### config.mk
export PLATFORM = sky130hd
export DESIGN_NAME = base64_stream_decoder_flat
export DESIGN_NICKNAME = d
export VERILOG_FILES = /design/src/rtl/b64d_pkg.sv /design/src/rtl/b64d_in_if.sv /design/src/rtl/b64d_out_if.sv /design/src/rtl/b64d_cfg_if.sv /design/src/rtl/b64d_front.sv /design/src/rtl/b64d_queue.sv /design/src/rtl/b64d_back.sv /design/src/rtl/base64_stream_decoder.sv /design/src/flat_wrapper.sv
export VERILOG_INCLUDE_DIRS = /design/src /design/src/rtl
export SDC_FILE = /design/constraint.sdc
export NUM_CORES = 1
export LEC_CHECK = 0
export ABC_AREA = 1
export BUFFER_PORTS_ARGS = -buffer_cell sky130_fd_sc_hd__buf_4
export CAP_MARGIN = 20
export CORE_AREA = 2 2 96 98
export CTS_CLUSTER_DIAMETER = 200
export DETAILED_ROUTE_END_ITERATION = 7
export DIE_AREA = 0 0 98 100
export PLACE_DENSITY = 0.63
export RECOVER_POWER = 25
export SETUP_SLACK_MARGIN = 0.15
export SYNTH_ARGS = -nofsm -noshare
export SYNTH_HDL_FRONTEND = slang
export SYNTH_SLANG_ARGS = --single-unit
### constraint.sdc
create_clock -name clk_i -period 2.6 [get_ports clk_i]
set_clock_uncertainty 0.05 [all_clocks]
set_input_delay 0.52 -clock clk_i [delete_from_list [all_inputs] [get_ports clk_i]]
set_output_delay 0.52 -clock clk_i [all_outputs]
set_load 0.1 [all_outputs]
### src/rtl/base64_stream_decoder_macros.svh
// assertion macros for the base64 stream decoder
`ifndef BASE64_STREAM_DECODER_MACROS_SVH
`define BASE64_STREAM_DECODER_MACROS_SVH

`ifndef ASSERT_OFF
// checked only while out of reset
`define B64D_ASSERT(lbl, prop, msg) \
  lbl: assert property (@(posedge clk_i) disable iff (!rst_ni) prop) else $error(msg);
// checked at every edge, reset included
`define B64D_ASSERT_ALWAYS(lbl, prop, msg) \
  lbl: assert property (@(posedge clk_i) prop) else $error(msg);
`else
`define B64D_ASSERT(lbl, prop, msg)
`define B64D_ASSERT_ALWAYS(lbl, prop, msg)
`endif

`endif

### src/rtl/b64d_pkg.sv
// shared types and constants of the base64 stream decoder
package b64d_pkg;

  localparam int unsigned CHAR_W = 8;
  localparam int unsigned VAL_W  = 6;
  localparam int unsigned BYTE_W = 8;

  localparam logic [CHAR_W-1:0] PAD_CHAR = 8'h3D;

  // one classified character on its way from front to back
  typedef struct packed {
    logic [VAL_W-1:0] value;
    logic             bad;
    logic             pad;
    logic             last;
    logic             url;
  } b64d_entry_t;

endpackage

### src/rtl/b64d_in_if.sv
// input character channel
interface b64d_in_if;
  logic                           valid;
  logic                           ready;
  logic [b64d_pkg::CHAR_W-1:0]    in_char;
  logic                           in_last;

  modport source (output valid, output in_char, output in_last, input ready);
  modport sink   (input valid, input in_char, input in_last, output ready);
endinterface

### src/rtl/b64d_out_if.sv
// decoded result channel
interface b64d_out_if;
  logic                           valid;
  logic                           ready;
  logic [b64d_pkg::BYTE_W-1:0]    out_byte;
  logic                           byte_valid;
  logic                           done_res;
  logic                           error;

  modport source (output valid, output out_byte, output byte_valid, output done_res,
                  output error, input ready);
  modport sink   (input valid, input out_byte, input byte_valid, input done_res,
                  input error, output ready);
endinterface

### src/rtl/b64d_cfg_if.sv
// configuration write channel
interface b64d_cfg_if;
  logic valid;
  logic ready;
  logic url_alphabet;

  modport source (output valid, output url_alphabet, input ready);
  modport sink   (input valid, input url_alphabet, output ready);
endinterface

### src/rtl/b64d_front.sv
// front end: alphabet register, character classification and queue push
module b64d_front (
  input  logic                  clk_i,
  input  logic                  rst_ni,
  b64d_in_if.sink               in_if,
  b64d_cfg_if.sink              cfg_if,
  input  logic                  full_i,
  output logic                  push_o,
  output b64d_pkg::b64d_entry_t entry_o
);
  import b64d_pkg::*;

  logic url_q;

  // alphabet select register, url-safe after reset
  assign cfg_if.ready = 1'b1;
  always_ff @(posedge clk_i or negedge rst_ni) begin
    if (!rst_ni) begin
      url_q <= 1'b1;
    end else if (cfg_if.valid) begin
      url_q <= cfg_if.url_alphabet;
    end
  end

  // accept a beat whenever the queue has room
  assign in_if.ready = !full_i;
  assign push_o      = in_if.valid && !full_i;

  // map the character to its 6-bit value
  always_comb begin
    logic [CHAR_W-1:0] c;
    c             = in_if.in_char;
    entry_o.value = '0;
    entry_o.bad   = 1'b1;
    entry_o.pad   = 1'b0;
    entry_o.last  = in_if.in_last;
    entry_o.url   = url_q;
    if (c >= 8'h41 && c <= 8'h5A) begin
      // upper case letters
      entry_o.value = VAL_W'(c - 8'h41);
      entry_o.bad   = 1'b0;
    end else if (c >= 8'h61 && c <= 8'h7A) begin
      // lower case letters start at 26
      entry_o.value = VAL_W'(c - 8'h47);
      entry_o.bad   = 1'b0;
    end else if (c >= 8'h30 && c <= 8'h39) begin
      // digits start at 52
      entry_o.value = VAL_W'(c + 8'h04);
      entry_o.bad   = 1'b0;
    end else if (c == (url_q ? 8'h2D : 8'h2B)) begin
      entry_o.value = 6'd62;
      entry_o.bad   = 1'b0;
    end else if (c == (url_q ? 8'h5F : 8'h2F)) begin
      entry_o.value = 6'd63;
      entry_o.bad   = 1'b0;
    end else if (!url_q && c == PAD_CHAR) begin
      // padding only exists in standard mode
      entry_o.pad   = 1'b1;
      entry_o.bad   = 1'b0;
    end
  end

endmodule

### src/rtl/b64d_queue.sv
// small fifo between the front and the back
module b64d_queue #(
  parameter int unsigned DEPTH = 4
) (
  input  logic                     clk_i,
  input  logic                     rst_ni,
  input  logic                     push_i,
  input  b64d_pkg::b64d_entry_t    entry_i,
  input  logic                     pop_i,
  output logic                     valid_o,
  output b64d_pkg::b64d_entry_t    entry_o,
  output logic                     full_o,
  output logic [$clog2(DEPTH):0]   count_o
);
  import b64d_pkg::*;

  localparam int unsigned AW = $clog2(DEPTH);

  b64d_entry_t        mem_q [DEPTH];
  logic [AW-1:0]      wr_ptr_q, rd_ptr_q;
  logic [AW:0]        count_q;

  // storage, written at the tail
  always_ff @(posedge clk_i) begin
    if (push_i) begin
      mem_q[wr_ptr_q] <= entry_i;
    end
  end

  // pointers and fill level
  always_ff @(posedge clk_i or negedge rst_ni) begin
    if (!rst_ni) begin
      wr_ptr_q <= '0;
      rd_ptr_q <= '0;
      count_q  <= '0;
    end else begin
      if (push_i) begin
        wr_ptr_q <= wr_ptr_q + 1'b1;
      end
      if (pop_i) begin
        rd_ptr_q <= rd_ptr_q + 1'b1;
      end
      if (push_i && !pop_i) begin
        count_q <= count_q + 1'b1;
      end else if (pop_i && !push_i) begin
        count_q <= count_q - 1'b1;
      end
    end
  end

  assign entry_o = mem_q[rd_ptr_q];
  assign valid_o = count_q != '0;
  assign full_o  = count_q == (AW+1)'(DEPTH);
  assign count_o = count_q;

endmodule

### src/rtl/b64d_back.sv
// back end: quartet tracking, bit packing, error rules and output register
module b64d_back (
  input  logic                  clk_i,
  input  logic                  rst_ni,
  input  logic                  valid_i,
  input  b64d_pkg::b64d_entry_t entry_i,
  output logic                  pop_o,
  b64d_out_if.source            out_if
);
  import b64d_pkg::*;

  localparam logic [1:0] POS_FIRST  = 2'd0;
  localparam logic [1:0] POS_SECOND = 2'd1;
  localparam logic [1:0] POS_THIRD  = 2'd2;
  localparam logic [1:0] POS_FOURTH = 2'd3;

  logic [1:0]        pos_q, pos_d;
  logic [VAL_W-1:0]  left_q, left_d;
  logic [1:0]        pad_cnt_q, pad_cnt_d;
  logic              err_q, err_d;

  logic              out_valid_q;
  logic [BYTE_W-1:0] byte_q, byte_d;
  logic              byte_valid_q, byte_valid_d;
  logic              done_q;
  logic              error_q;
  logic              emit;

  // take the next entry when the output slot is free or being drained
  assign pop_o = valid_i && (!out_valid_q || out_if.ready);

  // state update for one character
  always_comb begin
    pos_d        = pos_q + 2'd1;
    left_d       = left_q;
    pad_cnt_d    = pad_cnt_q;
    err_d        = err_q;
    byte_d       = '0;
    byte_valid_d = 1'b0;
    if (entry_i.pad) begin
      if (pos_q == POS_FIRST || pos_q == POS_SECOND) begin
        err_d = 1'b1;
      end
      pad_cnt_d = pad_cnt_q + 2'd1;
      left_d    = '0;
    end else begin
      if (entry_i.bad || pad_cnt_q != 2'd0) begin
        err_d = 1'b1;
      end
      case (pos_q)
        POS_FIRST: begin
          left_d = entry_i.value;
        end
        POS_SECOND: begin
          byte_d       = {left_q, entry_i.value[5:4]};
          left_d       = {2'b00, entry_i.value[3:0]};
          byte_valid_d = 1'b1;
        end
        POS_THIRD: begin
          byte_d       = {left_q[3:0], entry_i.value[5:2]};
          left_d       = {4'b0000, entry_i.value[1:0]};
          byte_valid_d = 1'b1;
        end
        POS_FOURTH: begin
          byte_d       = {left_q[1:0], entry_i.value};
          left_d       = '0;
          byte_valid_d = 1'b1;
        end
        default: begin
          left_d = '0;
        end
      endcase
    end
    // length rules at the end of the string
    if (entry_i.last) begin
      if (!entry_i.url && pos_d != POS_FIRST) begin
        err_d = 1'b1;
      end
      if (entry_i.url && pos_d == POS_SECOND) begin
        err_d = 1'b1;
      end
    end
  end

  assign emit = byte_valid_d || entry_i.last;

  // stream state, cleared after the last character
  always_ff @(posedge clk_i or negedge rst_ni) begin
    if (!rst_ni) begin
      pos_q     <= POS_FIRST;
      left_q    <= '0;
      pad_cnt_q <= '0;
      err_q     <= 1'b0;
    end else if (pop_o) begin
      if (entry_i.last) begin
        pos_q     <= POS_FIRST;
        left_q    <= '0;
        pad_cnt_q <= '0;
        err_q     <= 1'b0;
      end else begin
        pos_q     <= pos_d;
        left_q    <= left_d;
        pad_cnt_q <= pad_cnt_d;
        err_q     <= err_d;
      end
    end
  end

  // output beat valid
  always_ff @(posedge clk_i or negedge rst_ni) begin
    if (!rst_ni) begin
      out_valid_q <= 1'b0;
    end else if (pop_o && emit) begin
      out_valid_q <= 1'b1;
    end else if (out_if.ready) begin
      out_valid_q <= 1'b0;
    end
  end

  // output beat payload
  always_ff @(posedge clk_i) begin
    if (pop_o && emit) begin
      byte_q       <= byte_d;
      byte_valid_q <= byte_valid_d;
      done_q       <= entry_i.last;
      error_q      <= err_d;
    end
  end

  assign out_if.valid      = out_valid_q;
  assign out_if.out_byte   = byte_q;
  assign out_if.byte_valid = byte_valid_q;
  assign out_if.done_res   = done_q;
  assign out_if.error      = error_q;

endmodule

### src/rtl/base64_stream_decoder.sv
// Base64 stream decoder, one character beat in, at most one byte beat out.
// Throughput: one character per cycle, sustained while the output side takes beats.
// A character enters the queue at its accepting edge and moves on to the output register when the back
// end pops it; its result beat, if it makes one, is valid once it sits in the output register.
// Reset: queue empty, stream state cleared, url_alphabet set to 1 (url-safe).
// Queue depth QUEUE_DEPTH (power of two, 2 to 16) sets how long the front rides a stall.
`include "base64_stream_decoder_macros.svh"

module base64_stream_decoder #(
  parameter int unsigned QUEUE_DEPTH = 4
) (
  input  logic        clk_i,
  input  logic        rst_ni,
  b64d_in_if.sink     in_if,
  b64d_cfg_if.sink    cfg_if,
  b64d_out_if.source  out_if
);
  import b64d_pkg::*;

  localparam int unsigned AW = $clog2(QUEUE_DEPTH);

  logic              push;
  logic              pop;
  logic              full;
  logic              q_valid;
  logic [AW:0]       q_count;
  b64d_entry_t       push_entry;
  b64d_entry_t       pop_entry;

  // classify incoming characters
  b64d_front u_front (
    .clk_i   (clk_i),
    .rst_ni  (rst_ni),
    .in_if   (in_if),
    .cfg_if  (cfg_if),
    .full_i  (full),
    .push_o  (push),
    .entry_o (push_entry)
  );

  // decouple front and back
  b64d_queue #(
    .DEPTH (QUEUE_DEPTH)
  ) u_queue (
    .clk_i   (clk_i),
    .rst_ni  (rst_ni),
    .push_i  (push),
    .entry_i (push_entry),
    .pop_i   (pop),
    .valid_o (q_valid),
    .entry_o (pop_entry),
    .full_o  (full),
    .count_o (q_count)
  );

  // decode and emit
  b64d_back u_back (
    .clk_i   (clk_i),
    .rst_ni  (rst_ni),
    .valid_i (q_valid),
    .entry_i (pop_entry),
    .pop_o   (pop),
    .out_if  (out_if)
  );

  // a beat without a byte only ever closes a string
  `B64D_ASSERT(a_nobyte_is_done, out_if.valid && !out_if.byte_valid |-> out_if.done_res, "result beat without byte and without done")
  // bytes outside a decode read as zero
  `B64D_ASSERT(a_nobyte_zero, out_if.valid && !out_if.byte_valid |-> out_if.out_byte == '0, "empty result beat carries a nonzero byte")
  // queue level never exceeds its depth
  `B64D_ASSERT_ALWAYS(a_queue_bound, q_count <= (AW+1)'(QUEUE_DEPTH), "queue fill level beyond depth")
  // fill level rises by one after an edge with a push and no pop
  `B64D_ASSERT(a_queue_track, $past(push) && !$past(pop) |-> q_count == $past(q_count) + 1'b1, "queue level missed a push")

endmodule
### src/flat_wrapper.sv
// flat-port wrapper written by rule: the top's interface ports become plain ports
module base64_stream_decoder_flat import b64d_pkg::*;
#(
  parameter int unsigned QUEUE_DEPTH = 4
)
  (clk_i, rst_ni, in_if_valid, in_if_in_char, in_if_in_last, in_if_ready, cfg_if_valid, cfg_if_url_alphabet, cfg_if_ready, out_if_valid, out_if_out_byte, out_if_byte_valid, out_if_done_res, out_if_error, out_if_ready);
  b64d_in_if in_if_i ();
  b64d_cfg_if cfg_if_i ();
  b64d_out_if out_if_i ();
  input  logic clk_i;
  input  logic rst_ni;
  input wire logic [$bits(in_if_i.valid)-1:0] in_if_valid;
  input wire logic [$bits(in_if_i.in_char)-1:0] in_if_in_char;
  input wire logic [$bits(in_if_i.in_last)-1:0] in_if_in_last;
  output wire logic [$bits(in_if_i.ready)-1:0] in_if_ready;
  input wire logic [$bits(cfg_if_i.valid)-1:0] cfg_if_valid;
  input wire logic [$bits(cfg_if_i.url_alphabet)-1:0] cfg_if_url_alphabet;
  output wire logic [$bits(cfg_if_i.ready)-1:0] cfg_if_ready;
  output wire logic [$bits(out_if_i.valid)-1:0] out_if_valid;
  output wire logic [$bits(out_if_i.out_byte)-1:0] out_if_out_byte;
  output wire logic [$bits(out_if_i.byte_valid)-1:0] out_if_byte_valid;
  output wire logic [$bits(out_if_i.done_res)-1:0] out_if_done_res;
  output wire logic [$bits(out_if_i.error)-1:0] out_if_error;
  input wire logic [$bits(out_if_i.ready)-1:0] out_if_ready;
  assign in_if_i.valid = in_if_valid;
  assign in_if_i.in_char = in_if_in_char;
  assign in_if_i.in_last = in_if_in_last;
  assign in_if_ready = in_if_i.ready;
  assign cfg_if_i.valid = cfg_if_valid;
  assign cfg_if_i.url_alphabet = cfg_if_url_alphabet;
  assign cfg_if_ready = cfg_if_i.ready;
  assign out_if_valid = out_if_i.valid;
  assign out_if_out_byte = out_if_i.out_byte;
  assign out_if_byte_valid = out_if_i.byte_valid;
  assign out_if_done_res = out_if_i.done_res;
  assign out_if_error = out_if_i.error;
  assign out_if_i.ready = out_if_ready;
  base64_stream_decoder #(.QUEUE_DEPTH(QUEUE_DEPTH)) u_core (.clk_i(clk_i), .rst_ni(rst_ni), .in_if(in_if_i), .cfg_if(cfg_if_i), .out_if(out_if_i));
endmodule
Word level (Yosys, flattened, before mapping):

Memories as Yosys holds them, arrays and structs flattened.
Cells that the tools add are included.

* memory bits (read-only): 0
* bits in latches: 0
* RAM bits: 40
* input bits: 15
* output and inout bits: 14
* register bits: 31
* memories: 1

* div/mod/pow operators: 0
* shift-type cells: 0
* add/sub/neg operators: 9
* multiplexer cells: 36
* magnitude comparators: 6
* multiply operators: 0
* equality and inequality tests: 8
* reductions and logical operators: 30
* bitwise operators: 0

Memory list
* u_core.u_queue.mem_q: depth 4, bits a word 10, rd ports 1, clocked after Yosys merged registers in 0, write ports 1, RTL line b64d_queue.sv:19 `b64d_entry_t mem_q [DEPTH];`

Operators by type and width (count)
* two-way mux 7 bit: 5
* case mux 6 bit (4 select lines): 1
* case mux 8 bit (3 select lines): 1
* two-way mux 1 bit: 19
* two-way mux 6 bit: 3
* >= comparator 8 x 7 -> 1 bit, second input constant: 2
* less-or-equal comparator 8 x 7 -> 1 bit, second input constant: 2
* logical AND 1 bit: 11
* nonzero test 2 bit: 5
* two-way mux 3 bit: 3
* adder 2 x 1 -> 2 bit, second input constant: 4
* equality test 8 x 6 -> 1 bit: 1
* equality test 8 x 6 -> 1 bit, second input constant: 1
* equality test 8 x 7 -> 1 bit: 1
* >= comparator 8 x 6 -> 1 bit, second input constant: 1
* less-or-equal comparator 8 x 6 -> 1 bit, second input constant: 1
* two-way mux 2 bit: 4
* adder 6 x 3 -> 6 bit, second input constant: 1
* logical NOT 1 bit: 6
* subtractor 6 x 1 -> 6 bit, second input constant: 1
* subtractor 6 x 3 -> 6 bit, second input constant: 1
* equality test 2 x 1 -> 1 bit, second input constant: 2
* equality test 2 bit, second input constant: 2
* logical OR 1 bit: 4
* other kinds (7): 7

Longest topological paths before layout:

Gate-level depths: netlist of the first run.

* depth in word-level cells: 8
* gate-level depth with buffers: 12

Modules after synthesis:

Synthesis of the first run repeated with hierarchy kept, for this count alone.

* cell total of the unflattened synthesis: 491
* area total of the unflattened synthesis: 4144.0 µm²

Modules (own cells, without submodules)
* b64d_queue: times used 1, area each 2030.7 µm², cells an instance 166
* b64d_back: times used 1, area each 1255.0 µm², cells an instance 156
* b64d_front: times used 1, area each 858.3 µm², cells an instance 169

Worst setup path before layout of the first run:

No wires, ideal clock.

* kind: reg-to-reg
* from: register u_core.u_queue.count_q[0] (netlist: u_core.u_queue.count_o[0])
* to: register u_core.u_queue.count_q[1] (netlist: u_core.u_queue.count_o[1])
* required time: 2.427 ns
* setup slack: -0.186 ns
* stages on the path, launching flop included: 10
* setup time: 0.123 ns
* path buffers: 0
* data arrival time: 2.613 ns
* path through: dfrtp_1 > inv_1 > nand3_1 > nand2_1 > inv_1 > ha_1 > inv_1 > fa_1 > nor2_1 > a21oi_1

* word-level cells in the longest chain between the ends: 6
* elaborated cells between the ends (all ways): 14
* classes of those cells: add/sub (2); eq/ne (1); mux (2); reduce/logical (9)

Ends and longest elaborated chain
* start: declaration: RTL line b64d_queue.sv:21 `logic [AW:0] count_q;`
* start signal: assignment: RTL line b64d_queue.sv:44 `count_q <= count_q + 1'b1;`
* start signal: assignment: RTL line b64d_queue.sv:46 `count_q <= count_q - 1'b1;`
* equality test 3 bit (*): RTL line b64d_queue.sv:53 `assign full_o = count_q == (AW+1)'(DEPTH);`
* logical NOT 1 bit (*)
* via in_if_ready: RTL line flat_wrapper.sv:15 `output wire logic [$bits(in_if_i.ready)-1:0] in_if_ready;`
* logical AND 1 bit (*): RTL line b64d_front.sv:27 `assign push_o = in_if.valid && !full_i;`
* via u_core.push: RTL line base64_stream_decoder.sv:22 `logic push;`
* logical NOT 1 bit: RTL line b64d_queue.sv:45 `end else if (pop_i && !push_i) begin`
* logical AND 1 bit: RTL line b64d_queue.sv:45
* nonzero test 2 bit (no line)

Mark *: on every way through the listed nets, which the timed path passes. The rest lies on a longest branch. The select of a mux whose other input is x is not followed.
A chain may end at the register's enable or synchronous reset.

Worst setup path in the final report of the first run:

* from: register u_core.u_queue.rd_ptr_q[0]
* to: register u_core.u_back.error_q (netlist: u_core.u_back.out_if.error), enable pin

* word-level cells in the longest chain between the ends: 4

Ends and longest elaborated chain
* start: declaration: RTL line b64d_queue.sv:20 `logic [AW-1:0] wr_ptr_q, rd_ptr_q;`
* start signal: assignment: RTL line b64d_queue.sv:41 `rd_ptr_q <= rd_ptr_q + 1'b1;`
* memory read (4 x 10 bit) (*)
* two-way mux 1 bit: RTL line b64d_back.sv:40 `if (entry_i.pad) begin`
* logical OR 1 bit (*): RTL line b64d_back.sv:85 `assign emit = byte_valid_d || entry_i.last;`
* logical AND 1 bit (*): RTL line b64d_back.sv:122 `if (pop_o && emit) begin`
* end signal: assignment: RTL line b64d_back.sv:126 `error_q <= err_d;`
* end: declaration: RTL line b64d_back.sv:26 `logic error_q;`

Every way passes the cells marked *; elsewhere a longest branch is shown, timed or not.

==> out/metrics.yaml, run 1 <==
status: "finished, final reports clean"
clock.fmax_ghz: 0.462
grt_pass1_vias: 2909
drt_pass1_iterations: 5
syn-num-nets: 470
clk_latency_ns: 0.35
layout_common_cells: "126 x nand2_1, 51 x edfxtp_1, 47 x inv_1"
synth.yosys.seq_area_share: 0.520
clockBufferDepth: 2
final_antenna_net_count: 0
syn_area_um2: 3910
globalRouteOverflowTotal: 0
wl_per_cell_um: 13.2
r2r_cells: 8
wirelength_um: 7710
critical_path.top_delay_family: "buffers and inverters"
rsz0062_at_grt: "false"
hold_path_startpoint: "cfg_if_valid"
ctsResizeCount: 0
start_util: 0.440
viasPerCell: 4.97
grt_pass1_wl_um: 13100
setup.worst_path.start_class: "flip-flop"
cts_sinks: 71
r2r_start: "u_core.u_queue.rd_ptr_q[0]$_DFFE_PN0P_"
drtIter0Drc: 125
post-route-min-period_ns: 2.16
antenna_found_initial: 0
grt.busiest_layer: "met2"
power.leakage_uw: 0.00203
core-area_um2: 8890
numPortBuffers: 27
path_cells: "inv_1 -> buf_4 -> nand2_1 -> nand3_2 -> nand2_1 -> nand2_1 -> nand2_1 -> inv_1"
r2r_end: "u_core.u_back.out_if.error$_DFFE_PP_"
hold_viol: 0
grt_usage: 0.169
grt_util_met2: 0.303
worstPathMaxFanout: 15
rrSetupSlack_ns: 0.44
crit_type: "flip-flop to flip-flop"
die_area_um2: 9800
ys_warn_count: 0
report.final.slew_viol_count: 0
clkTransAtPathRegs_ns: 0.08
grt_util_met1: 0.193
gp_congestion: 0.876
syn_area_per_cell_um2: 9.02
end_kind: "flip-flop"
fin_crit_sh: 0.833
n_antenna_cell: 0
cts_tree: "built"
ys_seq_elements: 71
vdd.ir_drop.worst_uv: 422
yosysUniqueCellTypes: 34
arrival_ns: 2.12
setup_viol: 0
cts-htree-levels: 3
path_buf_inv: 3
totalNegativeSetupSlack_ns: 0
holdPathEnd: "u_core.u_front.url_q$_DFFE_PN1P_"
worst_pin_slew_ns: 1.15
layout_commonest_cell: "nand2_1"
area_growth_pct: 13.0
std_cell_rows: 35
drc: 0
grt_max_degree: 21
drive_above_1_share: 0.146
die_x_um: 98
min_path_type: "primary input to flip-flop"
drv_cap: 0
hpwl_um: 5680
cts_buffers: 9
crit_slowest_cell: "dfrtp_1"
ios: 29
die_h_um: 100
final_net_count: 505
vias: 2908
cpMostUsedCell: "nand2_1"
cp.required_ns: 2.55
cts_root_buf: "clkbuf_8"
crit_path_max_incr_delay_ns: 0.43
maxSlewHeadroom: 0.236
synth_cells: 434
fin_util: 0.498
p_per_area_nw_per_um2: 1220
post_cts_buffers: 0
min_delay_path_depth: 2
grtUsageMet3: 0.0320
-- logic make-up after synthesis --
group / after synthesis / synth area share
buffers and inverters: 65 / 0.0764
and+or+nand+nor: 219 / 0.242
AOI/OAI and AO/OA: 48 / 0.0719
adders and majority gates: 21 / 0.0691
DFF: 71 / 0.520
xor gates and xnor gates: 9 / 0.0201
other: 1 / 0.000958
-- how the worst max path moves through the flow --
| stage | to | start | depth (start not counted) | slack [ns] |
|---|---|---|---|---|
| detailed placement | u_core.u_queue.mem_q[1][3]$_DFFE_PP_ | in_if_in_char[0] | 11 | 0.31 |
| finish | u_core.u_back.out_if.error$_DFFE_PP_ | u_core.u_queue.rd_ptr_q[0]$_DFFE_PN0P_ | 8 | 0.44 |
| global placement | u_core.u_queue.mem_q[1][3]$_DFFE_PP_ | in_if_in_char[0] | 11 | 0.30 |
| CTS | u_core.u_queue.count_o[2]$_DFFE_PN0P_ | u_core.u_queue.count_o[0]$_DFFE_PN0P_ | 10 | 0.52 |
| global route | u_core.u_back.out_if.out_byte[4]$_SDFFCE_PP0P_ | u_core.u_queue.rd_ptr_q[0]$_DFFE_PN0P_ | 8 | 0.25 |
| floorplan | u_core.u_queue.count_o[1]$_DFFE_PN0P_ | u_core.u_queue.count_o[0]$_DFFE_PN0P_ | 9 | 0.21 |
-- per-stage QoR --
step                setup slack (ns)  cell area, um2  cells  hold WS (ns)  total power, uW
floorplan                      0.214            3920    434         0.174             3940
global placement               0.295            4230    568         0.370             4470
detailed placement             0.313            4230    568         0.371             4520
CTS                            0.524            4460    585         0.276             5500
global route                   0.249            4420    585         0.303             5770
finish                         0.435            4420    585         0.292             5410
-- Yosys cell counts --
library cell	instances	area share
nor2_1	45	0.043
o21bai_1	1	0.0019
a21oi_1	13	0.017
xor2_1	8	0.018
fa_1	1	0.0051
nor2_2	1	0.0016
buf_6	6	0.017
dfrtp_1	19	0.12
inv_1	46	0.044
dfstp_2	1	0.0067
o211ai_1	1	0.0019
inv_2	6	0.0058
nand2_1	124	0.12
nand4_1	6	0.0096
o21ai_0	14	0.018
nor3_1	5	0.0064
buf_2	2	0.0026
clkbuf_1	3	0.0029
edfxtp_1	51	0.39
o21ai_1	7	0.0090
o22ai_2	2	0.0064
conb_1	1	0.00096
nand3_2	6	0.015
nand2_4	3	0.0086
ha_1	20	0.064
a21oi_2	3	0.0067
nand2_2	2	0.0032
nand3_1	25	0.032
o21a_1	1	0.0019
or2_1	2	0.0032
buf_4	2	0.0038
o22ai_1	2	0.0032
a31oi_1	4	0.0064
xnor2_1	1	0.0022
-- layer usage --
metal | part of all wire | vias up
li1 | - | 1484
met1 | 0.43 | 1338
met2 | 0.50 | 69
met3 | 0.042 | 17
met4 | 0.027 | 0
met5 | 0 | -
-- worst register-to-register path, cell delays in order (launching register included) --
cell,delay [ns]
dfrtp_1,0.43
inv_1,0.18
buf_4,0.24
nand2_1,0.09
nand3_2,0.06
nand2_1,0.22
nand2_1,0.15
nand2_1,0.07
inv_1,0.33
-- layout make-up --
type / instances / area, um2
fill: 843 / 4470
tap: 111 / 139
clock inverter: 6 / 92.6
timing repair buffer: 37 / 269
clock buffer: 10 / 128
inverter: 52 / 195
sequential: 71 / 2030
multi-input combinational: 298 / 1570
-- repair_timing --
action | 4_1_cts | 5_1_grt
hold buffers | 1 | 0
setup endpoints to repair | 0 | 0
hold endpoints to repair | 19 | 0
-- where the power goes --
group / switching, uW / internal (uW)
sequential: 168 / 1660
combinational: 1930 / 685
clock: 424 / 545
total: 2520 / 2890
-- sequential cells by signal, indices dropped and copies added (netlist names) --
signal                           count
u_core.u_queue.mem_q                40
u_core.u_back.out_if.out_byte        8
u_core.u_back.left_q                 6
u_core.u_queue.count_o               3
u_core.u_back.pad_cnt_q              2
u_core.u_back.pos_q                  2
u_core.u_queue.rd_ptr_q              2
u_core.u_queue.wr_ptr_q              2
u_core.u_back.err_q                  1
u_core.u_back.out_if.byte_valid      1
u_core.u_back.out_if.done_res        1
u_core.u_back.out_if.error           1
u_core.u_back.out_if.valid           1
u_core.u_front.url_q                 1
(Power assumes the default switching activity.)
==> inputs of run 2 (changes only) <==
--- a/config.mk
+++ b/config.mk
@@ -6,14 +6,14 @@
 export SDC_FILE = /design/constraint.sdc
 export NUM_CORES = 1
 export LEC_CHECK = 0
-export ABC_AREA = 1
+export ABC_AREA = 0
 export BUFFER_PORTS_ARGS = -buffer_cell sky130_fd_sc_hd__buf_4
 export CAP_MARGIN = 20
-export CORE_AREA = 2 2 96 98
+export CORE_AREA = 2 2 92 94
 export CTS_CLUSTER_DIAMETER = 200
 export DETAILED_ROUTE_END_ITERATION = 7
-export DIE_AREA = 0 0 98 100
-export PLACE_DENSITY = 0.63
+export DIE_AREA = 0 0 94 96
+export PLACE_DENSITY = 0.67
 export RECOVER_POWER = 25
 export SETUP_SLACK_MARGIN = 0.15
 export SYNTH_ARGS = -nofsm -noshare
==> constraint.sdc (replaced) <==
create_clock -name clk_i -period 1.9 [get_ports clk_i]
set_clock_uncertainty 0.05 [all_clocks]
set_input_delay 0.38 -clock clk_i [delete_from_list [all_inputs] [get_ports clk_i]]
set_output_delay 0.38 -clock clk_i [all_outputs]
set_load 0.1 [all_outputs]
==> run 2 against run 1 <==
The run now ends with setup timing left. Global-route usage up 3.4 points. Synthesized cell count down 38%. Wire length rose by 16%. Critical path depth decreased by 1. Utilization increased by 14 points. Non-clock buffer count increased by 75.
==> out/metrics.yaml, run 2 <==
crit_path_start: "u_core.u_queue.rd_ptr_q[0]$_DFFE_PN0P_"
area_growth_pct: 42.3
core-area_um2: 8050  # -9.4%
globalRouteOverflowTotal: 0  # unchanged
grt_max_degree: 21  # unchanged
die_area_um2: 9020  # -7.9%
combinationalPowerShare: 0.565  # +0.081
cts_sinks: 71  # unchanged
pwr-share-seq: 0.285  # -0.052
fin_crit_sh: 1.05  # +0.213
largest_register: "u_core.u_queue.mem_q"
r2r_end: "u_core.u_back.out_if.out_byte[0]$_SDFFCE_PP0P_"
wl_per_cell_um: 18.2  # +38%
power_uw: 8650  # +60%
largest_reg_flops: 40  # unchanged
synth-edff-count: 51  # unchanged
synth_top_cell_area_share: 0.421  # +0.0300
postLayoutSetupSlackWorst_ns: -0.0875  # -0.523 ns
crit_end: "u_core.u_back.out_if.out_byte[0]$_SDFFCE_PP0P_"
drc: 0  # unchanged
yosysUniqueCellTypes: 57  # +68%
vias: 2713  # -6.7%
drt_pass1_iterations: 5  # unchanged
hpwl_um: 5430  # -4.3%
failed_checks: "setup timing"
rrSetupSlack_ns: -0.09  # -0.52 ns
p_per_area_nw_per_um2: 1670  # +37%
clock_power_share: 0.150  # -0.029
cts_root_buf: "clkbuf_8"
synthTopCellsByArea: "edfxtp_1 42%, dfrtp_1 13%, ha_1 6.9%, mux4_2 6.2%, a222oi_1 2.2%"
clock.fmax_ghz: 0.503  # +8.9%
setup_viol: 33  # +33
syn_area_per_cell_um2: 13.4  # +49%
power.leakage_uw: 0.00208  # +2.5%
synth_common_cells: "51 x edfxtp_1, 20 x ha_1, 20 x nor2_1, 19 x dfrtp_1, 17 x nand2_1"
synth.yosys.seq_area_share: 0.559  # +0.0399
die_x_um: 94  # -4.1%
ys.flop_type: "edfxtp_1"
synth_largest_area_cell: "edfxtp_1"
gp_congestion: 0.885  # +0.95%
report.final.slew_viol_count: 0  # unchanged
synth_cells: 271  # -38%
die_h_um: 96  # -4.0%
cts_tree: "built"
crit_type: "flip-flop to flip-flop"
clkTransAtPathRegs_ns: 0.09  # about the same
viasPerCell: 5.51  # +11%
synth.most_common_cell: "edfxtp_1"
end_kind: "flip-flop"
drive_above_1_share: 0.486  # +0.340
ys_seq_elements: 71  # unchanged
syn_area_um2: 3630  # -7.1%
async_flop_share: 0.282  # unchanged
r2r_start: "u_core.u_queue.rd_ptr_q[0]$_DFFE_PN0P_"
status: "finished with violations"
final_antenna_net_count: 0  # unchanged
cts_buffers: 9  # unchanged
start_util: 0.451  # +0.0112
n_antenna_cell: 0  # unchanged
rsz0062_at_grt: "true"
numPortBuffers: 27  # unchanged
ys_warn_count: 0  # unchanged
syn-num-nets: 307  # -35%
clockBufferDepth: 2  # unchanged
setup.worst_path.start_class: "flip-flop"
hold_viol: 0  # unchanged
clk_latency_ns: 0.35  # about the same
cts-htree-levels: 3  # unchanged
grt_pass1_wl_um: 13600  # +3.4%
final_cell_area_um2: 5170  # +17%
worstPathMaxFanout: 9  # -6
cp.required_ns: 1.91  # -0.64 ns
p_sw_frac: 0.419  # -0.0475
wirelength_um: 8950  # +16%
placement.cell_area_um2: 4420  # +4.6%
std_cell_rows: 33  # -5.7%
switchingPower_uw: 3620  # +44%
layout_commonest_cell: "buf_4"
p_int_uw: 5030  # +74%
arrival_ns: 2.00  # -0.12 ns
ios: 29  # unchanged
worst_pin_slew_ns: 1.23  # +0.0828 ns
antenna_found_initial: 0  # unchanged
post-route-min-period_ns: 1.99  # -0.177 ns
final_net_count: 418  # -17%
layout_common_cells: "86 x buf_4, 51 x edfxtp_1, 17 x buf_6, 17 x dfrtp_1, 16 x ha_1"
drtIter0Drc: 177  # +42%
maxSlewHeadroom: 0.181  # -0.0552
grt_pass1_vias: 2787  # -4.2%
r2r_cells: 7  # -1
min_path_type: "primary input to flip-flop"
drv_cap: 0  # unchanged
vdd.ir_drop.worst_uv: 690  # +63%
grt_usage: 0.203  # +0.0344
[run 2: cell types whose count changed after synthesis, sizes merged, moves of 7 or more]
cell | previous run | this run
a21oi | 16 | 7
mux4 | 0 | 10
o21ai | 21 | 9
a22o | 0 | 7
xnor2 | 1 | 8
nand3 | 31 | 4
nor2 | 46 | 20
inv | 52 | 14
a222oi | 0 | 8
nand2 | 129 | 17
[run 2: layout make-up]
type                            instances  area [um2]
Clock buffer                           10         128
Clock inverter                          6        85.1
Inverter                               14        57.6
Multi-Input combinational cell        174        1750
Sequential cell                        71        2040
Tap cell                              105         131
Timing Repair Buffer                  112         977
Fill cell                             576        2880
[run 2: per-layer routing]
| layer | share of wire | vias up | routed length [um] | track usage |
|---|---|---|---|---|
| met5 | 0 | - | 0 | 0 |
| met4 | 0.032 | 0 | 289 | 0.110 |
| met1 | 0.39 | 1359 | 3500 | 0.225 |
| met2 | 0.54 | 77 | 4840 | 0.373 |
| met3 | 0.036 | 22 | 318 | 0.0345 |
| li1 | - | 1255 | - | - |
[run 2: cell families after synthesis]
logic type | Yosys count | synth area share
buffers and inverters | 26 | 0.0317
AO/OA/AOI/OAI | 52 | 0.121
flip-flops | 71 | 0.559
XOR/XNOR | 13 | 0.0313
AND/OR/NAND/NOR | 72 | 0.104
other | 1 | 0.00103
adder cells (fa/ha/maj) | 21 | 0.0744
multiplexers | 15 | 0.0768
[run 2: power groups by stage]
stage / logic [uW] / clock network [uW] / registers, uW
2_1_floorplan: 1560 / 0 / 3410
3_3_place_gp: 3470 / 0 / 2430
3_5_place_dp: 3560 / 0 / 2450
4_1_cts: 4320 / 1290 / 2430
5_1_grt: 5150 / 1380 / 2500
6_report: 4880 / 1300 / 2470
[run 2: critical path, stage by stage (launching register included)]
cell and delay (ns):
dfrtp_2 0.42, buf_6 0.11, mux4_2 0.53, buf_6 0.14, nor2_4 0.10, nor2_4 0.06, nor2_4 0.13, buf_12 0.14
[run 2: per-stage QoR]
| step | worst slack (ns) | instances | utilization | hold WS [ns] | TNS, ns |
|---|---|---|---|---|---|
| 6_report | -0.0875 | 492 | 0.642 | 0.217 | -1.68 |
| 5_1_grt | -0.151 | 492 | 0.642 | 0.204 | -4.45 |
| 4_1_cts | -0.0996 | 486 | 0.617 | 0.179 | -1.34 |
| 3_5_place_dp | -0.343 | 451 | 0.549 | 0.233 | -12.18 |
| 3_3_place_gp | -0.337 | 451 | 0.549 | 0.231 | -11.11 |
| 2_1_floorplan | -0.268 | 271 | - | 0.0344 | -4.69 |
[run 2: how the worst min path moves through the flow]
stage	depth (start not counted)	end	slack [ns]	start
4_1_cts	1	u_core.u_queue.mem_q[2][1]$_DFFE_PP_	0.18	in_if_in_last
3_3_place_gp	1	u_core.u_back.left_q[5]$_DFFE_PN0P_	0.23	rst_ni
5_1_grt	2	u_core.u_front.url_q$_DFFE_PN1P_	0.20	cfg_if_url_alphabet
6_report	2	u_core.u_front.url_q$_DFFE_PN1P_	0.22	cfg_if_url_alphabet
2_1_floorplan	0	u_core.u_back.err_q$_DFFE_PN0P_	0.03	rst_ni
3_5_place_dp	1	u_core.u_back.left_q[5]$_DFFE_PN0P_	0.23	rst_ni
[run 2: timing repair]
item,CTS,global route
hold endpoints to repair,19,0
pin swaps,24,25
buffers inserted,17,6
resized for setup,41,37
setup endpoints to repair,59,62
hold buffers,1,0
cloned,1,0
